$ cat src/grpc_pkg.sv
// Shared constants, types and helpers for the grid range-add prefix-count block.
package grpc_pkg;

  // Grid geometry.
  localparam int ROWS   = 64;
  localparam int COLS   = 64;
  localparam int CELLS  = ROWS * COLS;
  localparam int ADDR_W = (CELLS > 1) ? $clog2(CELLS) : 1;
  localparam int COL_AW = (COLS > 1) ? $clog2(COLS) : 1;

  // Field widths of a transaction.
  localparam int FUNC_W = 2;
  localparam int IDX_W  = 6;
  localparam int VAL_W  = 16;
  localparam int DATA_W = 32;
  localparam int CNT_W  = 13;

  // Corner coordinates are one wider than a field so that end + 1 fits.
  localparam int CRD_W  = IDX_W + 1;

  localparam logic [CNT_W-1:0] CNT_MAX = {CNT_W{1'b1}};

  // Function codes.
  localparam logic [FUNC_W-1:0] FUNC_LOAD   = 2'd0;
  localparam logic [FUNC_W-1:0] FUNC_UPDATE = 2'd1;
  localparam logic [FUNC_W-1:0] FUNC_FINISH = 2'd2;

  typedef logic signed [DATA_W-1:0] data_t;
  typedef logic [ADDR_W-1:0]        addr_t;
  typedef logic [CRD_W-1:0]         crd_t;

  // Linear address of grid position (r, c), row major.
  function automatic addr_t grid_addr(input crd_t r, input crd_t c);
    int lin;
    lin = int'(r) * COLS + int'(c);
    return ADDR_W'(lin);
  endfunction

endpackage

$ cat src/grpc_sat_add.sv
// Shared 32-bit signed adder that clamps to the signed 32-bit range.
module grpc_sat_add (
  input  grpc_pkg::data_t a_i,
  input  grpc_pkg::data_t b_i,
  output grpc_pkg::data_t sum_o
);
  import grpc_pkg::*;

  logic [DATA_W:0] wide;

  // One extra bit exposes overflow; clamp toward the sign of the true sum.
  assign wide = {a_i[DATA_W-1], a_i} + {b_i[DATA_W-1], b_i};

  always_comb begin
    if (wide[DATA_W] != wide[DATA_W-1]) begin
      sum_o = wide[DATA_W] ? {1'b1, {(DATA_W-1){1'b0}}} : {1'b0, {(DATA_W-1){1'b1}}};
    end else begin
      sum_o = data_t'(wide[DATA_W-1:0]);
    end
  end

endmodule

$ cat config.mk
export PLATFORM = sky130hd
export DESIGN_NAME = grpc_sat_add
export DESIGN_NICKNAME = d
export VERILOG_FILES = /design/src/grpc_pkg.sv /design/src/grpc_sat_add.sv
export SDC_FILE = /design/constraint.sdc
export NUM_CORES = 1
export LEC_CHECK = 0
export ABC_AREA = 1
export BUFFER_PORTS_ARGS = -buffer_cell sky130_fd_sc_hd__buf_2
export CAP_MARGIN = 20
export CORE_MARGIN = 3
export CORE_UTILIZATION = 53
export DETAILED_ROUTE_END_ITERATION = 10
export PLACE_DENSITY = 0.85
export SYNTH_ARGS = -nofsm -noshare
export SYNTH_HDL_FRONTEND = slang
export SYNTH_SLANG_ARGS = --single-unit
export TNS_END_PERCENT = 5
$ cat constraint.sdc
create_clock -name vclk -period 5.6
set_input_delay 1.68 -clock vclk [all_inputs]
set_output_delay 1.68 -clock vclk [all_outputs]
set_load 0.03 [all_outputs]
==> results.cfg <==
[critical_path]
cp_slowest_stage_delay_ns = 0.34
crit_cells = 19
worstSetupPathType = input port to output pin
path_common_cell = nand2_1
end_kind = output pin
crit_required_ns = 3.92
critPathBufInv = 5
cpLargestDelayFamily = simple AND/OR/NAND/NOR gates
cpMaxStageDelayCell = fa_2
cp_cell_sequence = buf_2 -> ha_1 -> inv_1 -> fa_2 -> inv_1 -> nand2_1 -> nand2_1 -> nand3_1 -> nand2_2 -> nand2_1 -> nand2_2 -> nand2_2 -> nand2_2 -> nand2_1 -> nand2_4 -> nand2_4 -> buf_12 -> nand2_1 -> buf_2
critPathArrivalTime_ns = 3.73
critPathLaunchType = input port
crit_fanout = 17

[sta]
rsz0062_at_grt = false
finalCriticalPeriod_ns = 5.41
worst_slew_pin_slew_ns = 0.369
setup_viol = 0
hold_viol = 0
fmax_mhz = 185
whs_ns = 3.83
maxSlewHeadroom_pct = 75.3
final.period_utilization_pct = 96.6
slew_viol_final = 0
tns_ns = 0
postLayoutSetupSlackWorst_ns = 0.191

[grt]
antenna_found_initial = 0
grt_usage_pct = 27.0
overflow = 0
grt_pass1_wl_um = 12400
grt_max_degree = 22
grt_pass1_vias = 2967

[placement]
gp_congestion = 0.960
dp_slack_ns = 0.117
placed_area_um2 = 3050
numPortBuffers = 96
place_inst = 637
dpl.hpwl_um = 6680

[logic_synthesis]
synth_compound_area_share_pct = 13.7
netlist.area_leader.share_pct = 32.7
yosysTopAreaCell = nand2_1
synth.area.mux_share_pct = 0
synth_adder_area_share_pct = 16.6
synth-simple-area-share_pct = 51.1
synth_top_family_by_area = simple AND/OR/NAND/NOR gates
yosysUniqueCellTypes = 22
yosys_warnings = 0
yosys.cell_count.top_type = nand2_1
synth_seq_area_share_pct = 0
synth.net_count = 588
syn_area_um2 = 2530
avgSynthCellArea_um2 = 5.15
synth-xor-area-share_pct = 6.58
synthTopCellsByArea = nand2_1 33%, ha_1 16%, inv_1 9.7%
synthCells = 491
ys_top_cells_by_count = 220 x nand2_1, 65 x inv_1, 49 x nor2_1

[routing]
first_pass_iters = 5
first_iter_violations = 196
vias = 3305
finalWirelength_um = 7680
antenna_left = 0
post-route-drc-count = 0
wire_per_inst_um = 12.1
via_per_inst = 5.19

[layout]
antenna_cells = 0
finalNonFillerCells = 637
drive_gt1_share_pct = 21.5
fin_nets = 684
area_growth_pct = 23.3
fill_cells = 430
num-clock-buffers = 0
stdcell_area_um2 = 3120
seq_cells = 0
fin_util_pct = 69.6
seq_area_um2 = 0

[worst_hold_path]
hp-class = input port to output pin
whs_path_depth = 5

[floorplan]
die_h_um = 75.1
pin_count = 96
initial_core_util_pct = 56.5
die_w_um = 75.1
coreArea_um2 = 4470
num_rows = 24
dieArea_um2 = 5630

[power]
power_density_nw_per_um2 = 191
fin_total_pwr_mw = 0.596
static-leakage-power_nw = 2.01
ir_drop_mv = 0.0937

[cts]
post-cts-setup-buffers = 0

[run_status]
status = finished clean

[job]
maxCapViolCount = 0
worst paths after layout:
kind	startpoint	endpoint	slack (ns)
worst max-delay path	a_i[0]	sum_o[19]	0.19
worst min-delay path	b_i[0]	sum_o[0]	3.83
logic make-up after synthesis:
group / after synthesis
and+or+nand+nor: 310
buffers and inverters: 71
AOI/OAI and AO/OA: 58
adders and majority gates: 33
xor gates and xnor gates: 19
timing repair:
item | in CTS | in global routing
gates resized for setup | 0 | 35
hold buffers | 0 | 0
setup endpoints to repair | 0 | 31
tightest hold or removal path, delay by kind of cell:
| kind | cells | cell delay [ns] |
|---|---|---|
| buffers and inverters | 2 | 0.26 |
| AND/OR/NAND/NOR | 2 | 0.09 |
| adder cells (fa/ha/maj) | 1 | 0.11 |
layer usage:
metal | vias to the layer above | routed length [um] | global-route usage (%)
met3 | 0 | 479 | 0.534
met1 | 1458 | 3420 | 36.0
met2 | 118 | 3780 | 50.4
met5 | - | 0 | 0
li1 | 1729 | - | -
met4 | 0 | 0 | 1.19
cell usage in the layout (no fill, tap or decap), drive strengths merged:
master and n:
a21oi 35, buf 89, clkbuf 10, fa 1
ha 32, inv 66, nand2 231, nand3 16
nand3b 8, nor2 50, nor3 3, o21ai 16
o21bai 7, or2 2, xnor2 4, xor2 15
where the power goes:
part / switching (mW) / internal [mW]
Combinational: 0.389 / 0.207
Clock: 0 / 0
Sequential: 0 / 0
Total: 0.389 / 0.207
final cells by class:
class | count | area (um2) | area share [%]
Multi-Input combinational cell | 420 | 2230 | 71.6
Timing Repair Buffer | 99 | 573 | 18.4
Inverter | 66 | 248 | 7.95
Tap cell | 52 | 65.1 | 2.09
Note: power is estimated with default switching activity, not from simulation.
