<file path="src/grpc_ram.sv">
// Generic single write port, single read port RAM with registered read data.
module grpc_ram #(
  parameter int WIDTH = 32,
  parameter int DEPTH = 64
) (
  input  logic                                   clk_i,
  input  logic                                   we_i,
  input  logic [((DEPTH > 1) ? $clog2(DEPTH) : 1)-1:0] waddr_i,
  input  logic [WIDTH-1:0]                       wdata_i,
  input  logic                                   re_i,
  input  logic [((DEPTH > 1) ? $clog2(DEPTH) : 1)-1:0] raddr_i,
  output logic [WIDTH-1:0]                       rdata_o
);

  logic [WIDTH-1:0] mem_q [DEPTH];
  logic [WIDTH-1:0] rdata_q;

  // Write port.
  always_ff @(posedge clk_i) begin
    if (we_i) begin
      mem_q[waddr_i] <= wdata_i;
    end
  end

  // Registered read port; data holds until the next read.
  always_ff @(posedge clk_i) begin
    if (re_i) begin
      rdata_q <= mem_q[raddr_i];
    end
  end

  assign rdata_o = rdata_q;

endmodule

</file>
<file path="config.mk">
export PLATFORM = sky130hd
export DESIGN_NAME = grpc_ram
export DESIGN_NICKNAME = d
export VERILOG_FILES = /design/src/grpc_ram.sv
export SDC_FILE = /design/constraint.sdc
export NUM_CORES = 2
export LEC_CHECK = 0
export BUFFER_PORTS_ARGS = -buffer_cell sky130_fd_sc_hd__buf_2
export CORE_MARGIN = 8
export CORE_UTILIZATION = 60
export DETAILED_ROUTE_END_ITERATION = 16
export MAX_ROUTING_LAYER = met4
export PLACE_DENSITY_LB_ADDON = 0.25
export SLEW_MARGIN = 40
export SYNTH_ARGS = -nofsm -noshare
export SYNTH_HDL_FRONTEND = slang
export SYNTH_SLANG_ARGS = --single-unit
</file>
<file path="constraint.sdc">
create_clock -name clk_i -period 5.3 [get_ports clk_i]
set_clock_uncertainty 0.1 [all_clocks]
set_input_delay 1.59 -clock clk_i [delete_from_list [all_inputs] [get_ports clk_i]]
set_output_delay 1.59 -clock clk_i [all_outputs]
set_load 0.005 [all_outputs]
</file>
==> results.py <==
metrics = {
    "run_status": {
        "outcome": "finished, final reports clean",
    },
    "final_layout": {
        "seqCellArea_sq_um": 62460,
        "fin_nets": 3653,
        "multi_input_area_sq_um": 15970,
        "fill_cells": 7725,
        "drive_gt1_frac": 0.3088,
        "area_delta_synth_final_pct": 13.42,
    },
    "sta": {
        "min_period_over_period": 0.7946,
        "max_freq_mhz": 237.5,
        "slew_violations": 0,
        "report.final.hold_viol_count": 0,
        "min_period_ns": 4.211,
        "rsz0062_at_grt": "false",
        "fin_hold_ws_ns": 0.7120,
        "tns_ns": 0,
        "setup_slack_ns": 1.089,
        "worstMarginPinSlew_ns": 0.9179,
        "setup_viol": 0,
        "slew_headroom": 0.3866,
    },
    "route": {
        "drc": 0,
        "viasPerCell": 6.960,
        "wl_per_cell_um": 37.57,
        "ant_nets": 0,
        "drt_pre_antenna_iters": 6,
        "wirelength_um": 207900,
        "drt_iter0_drc": 6030,
        "vias": 38522,
    },
    "power": {
        "clockPowerShare": 0.410,
        "p_per_area_nw_per_um2": 379.6,
        "p_leak_uw": 0.02793,
        "p_seq_frac": 0.540,
        "combPwrFrac": 0.051,
        "peakVddDrop_uv": 325.5,
        "p_sw_frac": 0.2122,
        "intPower_uw": 26740,
        "p_switching_uw": 7203,
    },
    "critical_path": {
        "critical_path.top_delay_family": "multiplexers",
        "crit_type": "in2reg",
        "critPathCaptureType": "flop",
        "crit_path_frequent_cell": "mux4_2",
        "cp_max_fo": 44,
        "cp-start-kind": "input pin",
        "crit_cells": 7,
        "path_cells": "buf_8 > buf_12 > buf_4 > mux4_2 > mux4_2 > o22ai_1 > nor2_1",
        "cp_data_arrival_time_ns": 4.62,
        "reg2reg_depth": 4,
        "critPathMaxStageDelay_ns": 0.57,
        "required_ns": 5.71,
        "critical_path_buf_inv_count": 3,
        "slowest_stage": "o22ai_1",
        "r2r-start": "mem_q[7][25]",
        "crit_start": "raddr_i[0]",
    },
    "grt": {
        "antenna_found_initial": 19,
        "grt_overflow": 0,
        "grt_pass1_vias": 38752,
        "grt_usage": 0.3012,
        "grt_max_degree": 65,
        "grt_pass1_wl_um": 291000,
    },
    "synth": {
        "synth_top_area_share": 0.7923,
        "synth_nets": 3371,
        "yosysMostFrequentCell": "edfxtp_1",
        "synth_area_leaders": "edfxtp_1 (79%), mux4_2 (16%), mux2i_1 (1.2%)",
        "synth_edf_count": 2080,
        "synth.avg_cell_area_sq_um": 23.72,
        "async_flop_share": 0,
        "synthesis.area_sq_um": 78840,
        "ys_types": 33,
        "synth_top_flop_cell": "edfxtp_1",
        "syn-instance-count": 3324,
        "yosys_warnings": 0,
        "synth_commonest_cells": "edfxtp_1 (2080), mux4_2 (544), nor2_1 (137)",
        "ys_ff_latch": 2080,
        "synth_top_area_cell": "edfxtp_1",
        "seq_area_frac_synth": 0.7923,
    },
    "clocking": {
        "cts_resized": 0,
        "cts_tree": "done",
        "cts_root_buf": "clkbuf_16",
        "clock_latency_ns": 0.82,
        "cts_made_buffers": 197,
        "clkSinkCount": 2080,
        "clk_pin_slew_ns": 0.06,
        "cts_setup_buffers": 0,
        "clockBufferDepth": 3,
        "h-tree-depth": 4,
        "ctsHoldBuffers": 0,
    },
    "flow_run": {
        "drv_cap": 0,
    },
    "worst_hold_path": {
        "holdPathStages": 4,
        "holdCritStartpoint": "mem_q[28][8]",
        "hold_class": "reg2reg",
    },
    "place": {
        "routabilityCongestion": 0.8297,
        "dp_hpwl_um": 115400,
        "io_buffers": 78,
        "dpl_worst_slack_ns": 0.3921,
    },
    "floorplan": {
        "coreArea_sq_um": 131000,
        "die_x_um": 378.5,
        "std_cell_rows": 133,
        "start_util": 0.6020,
        "num_io_pins": 79,
        "die_height_um": 378.5,
        "dieArea_sq_um": 143200,
    },
}
state kept, by name, indices dropped and copies added, names as in the netlist:
| signal | flops |
|---|---|
| mem_q | 2048 |
| rdata_o | 32 |
final timing paths:
check | slack, ns | to
hold / removal | 0.71 | rdata_o[8]
hold reg to reg | 0.71 | rdata_o[8]
setup / recovery | 1.09 | rdata_o[15]
setup reg to reg | 2.63 | rdata_o[25]
metrics by stage:
stage | total power, uW | instance area [sq um] | util | cells
finish | 33940 | 89420 | 0.6828 | 5535
global placement | 20300 | 82920 | 0.6332 | 5160
floorplan | 19510 | 78840 | - | 3324
CTS | 34030 | 89370 | 0.6824 | 5520
detailed placement | 20360 | 83000 | 0.6338 | 5161
global route | 34730 | 89410 | 0.6827 | 5533
layer usage:
metal	wire length [um]	track usage
met1	72870	0.4033
met2	100300	0.4645
met3	27120	0.07521
met4	7645	0.09572
met5	0	-
placed cells by master, fill, tap and decap left out, types with 5 or more instances in the layout:
cell type and instances:
nand3b_1 5, clkbuf_1 41, clkinv_1 34, bufinv_16 19, mux2i_1 93, nor2b_1 15, a22oi_1 12, a311oi_1 7
clkbuf_16 199, clkinvlp_4 10, nor3_1 5, nand2_1 26, nor2_4 62, o22ai_1 84, buf_4 174, edfxtp_1 2080
nand3_1 5, diode_2 14, inv_6 6, clkinv_2 37, buf_12 39, o221ai_1 27, nand2b_1 7, a21oi_1 62
nor2_1 75, buf_2 49, mux4_2 544
cell families (layout without fill, tap and decap cells):
kind of cell,count (synthesis),count (layout),synth area share
AOI/OAI and AO/OA,202,202,0.01666
and+or+nand+nor,223,223,0.01260
other,0,14,0
muxes,637,637,0.1672
DFF,2080,2080,0.7923
buffers and inverters,182,624,0.01124
final cells by class:
type,count,share of cell area
diodes,14,0.0003918
flip-flops and latches,2080,0.6985
clock buffers,240,0.05741
repair buffers,265,0.02659
clock inverters,119,0.01388
well taps,1755,0.02456
multi-input cells,1062,0.1786
worst reg2reg max path: cells and delay by family, from the launching register on:
kind / cells / cell delay (ns)
multiplexers: 2 / 1.00
AND/OR/NAND/NOR: 1 / 0.25
AO/OA/AOI/OAI: 1 / 0.62
flip-flops: 1 / 0.39
power by group through the flow:
stage	logic [uW]	clock network (uW)	registers (uW)
after floorplan	886	0	18600
after global placement	1640	0	18700
after detailed placement	1690	0	18700
after CTS	1710	14000	18300
after global routing	1790	14600	18300
final	1720	13900	18300
Note: power is estimated with default switching activity, not from simulation.
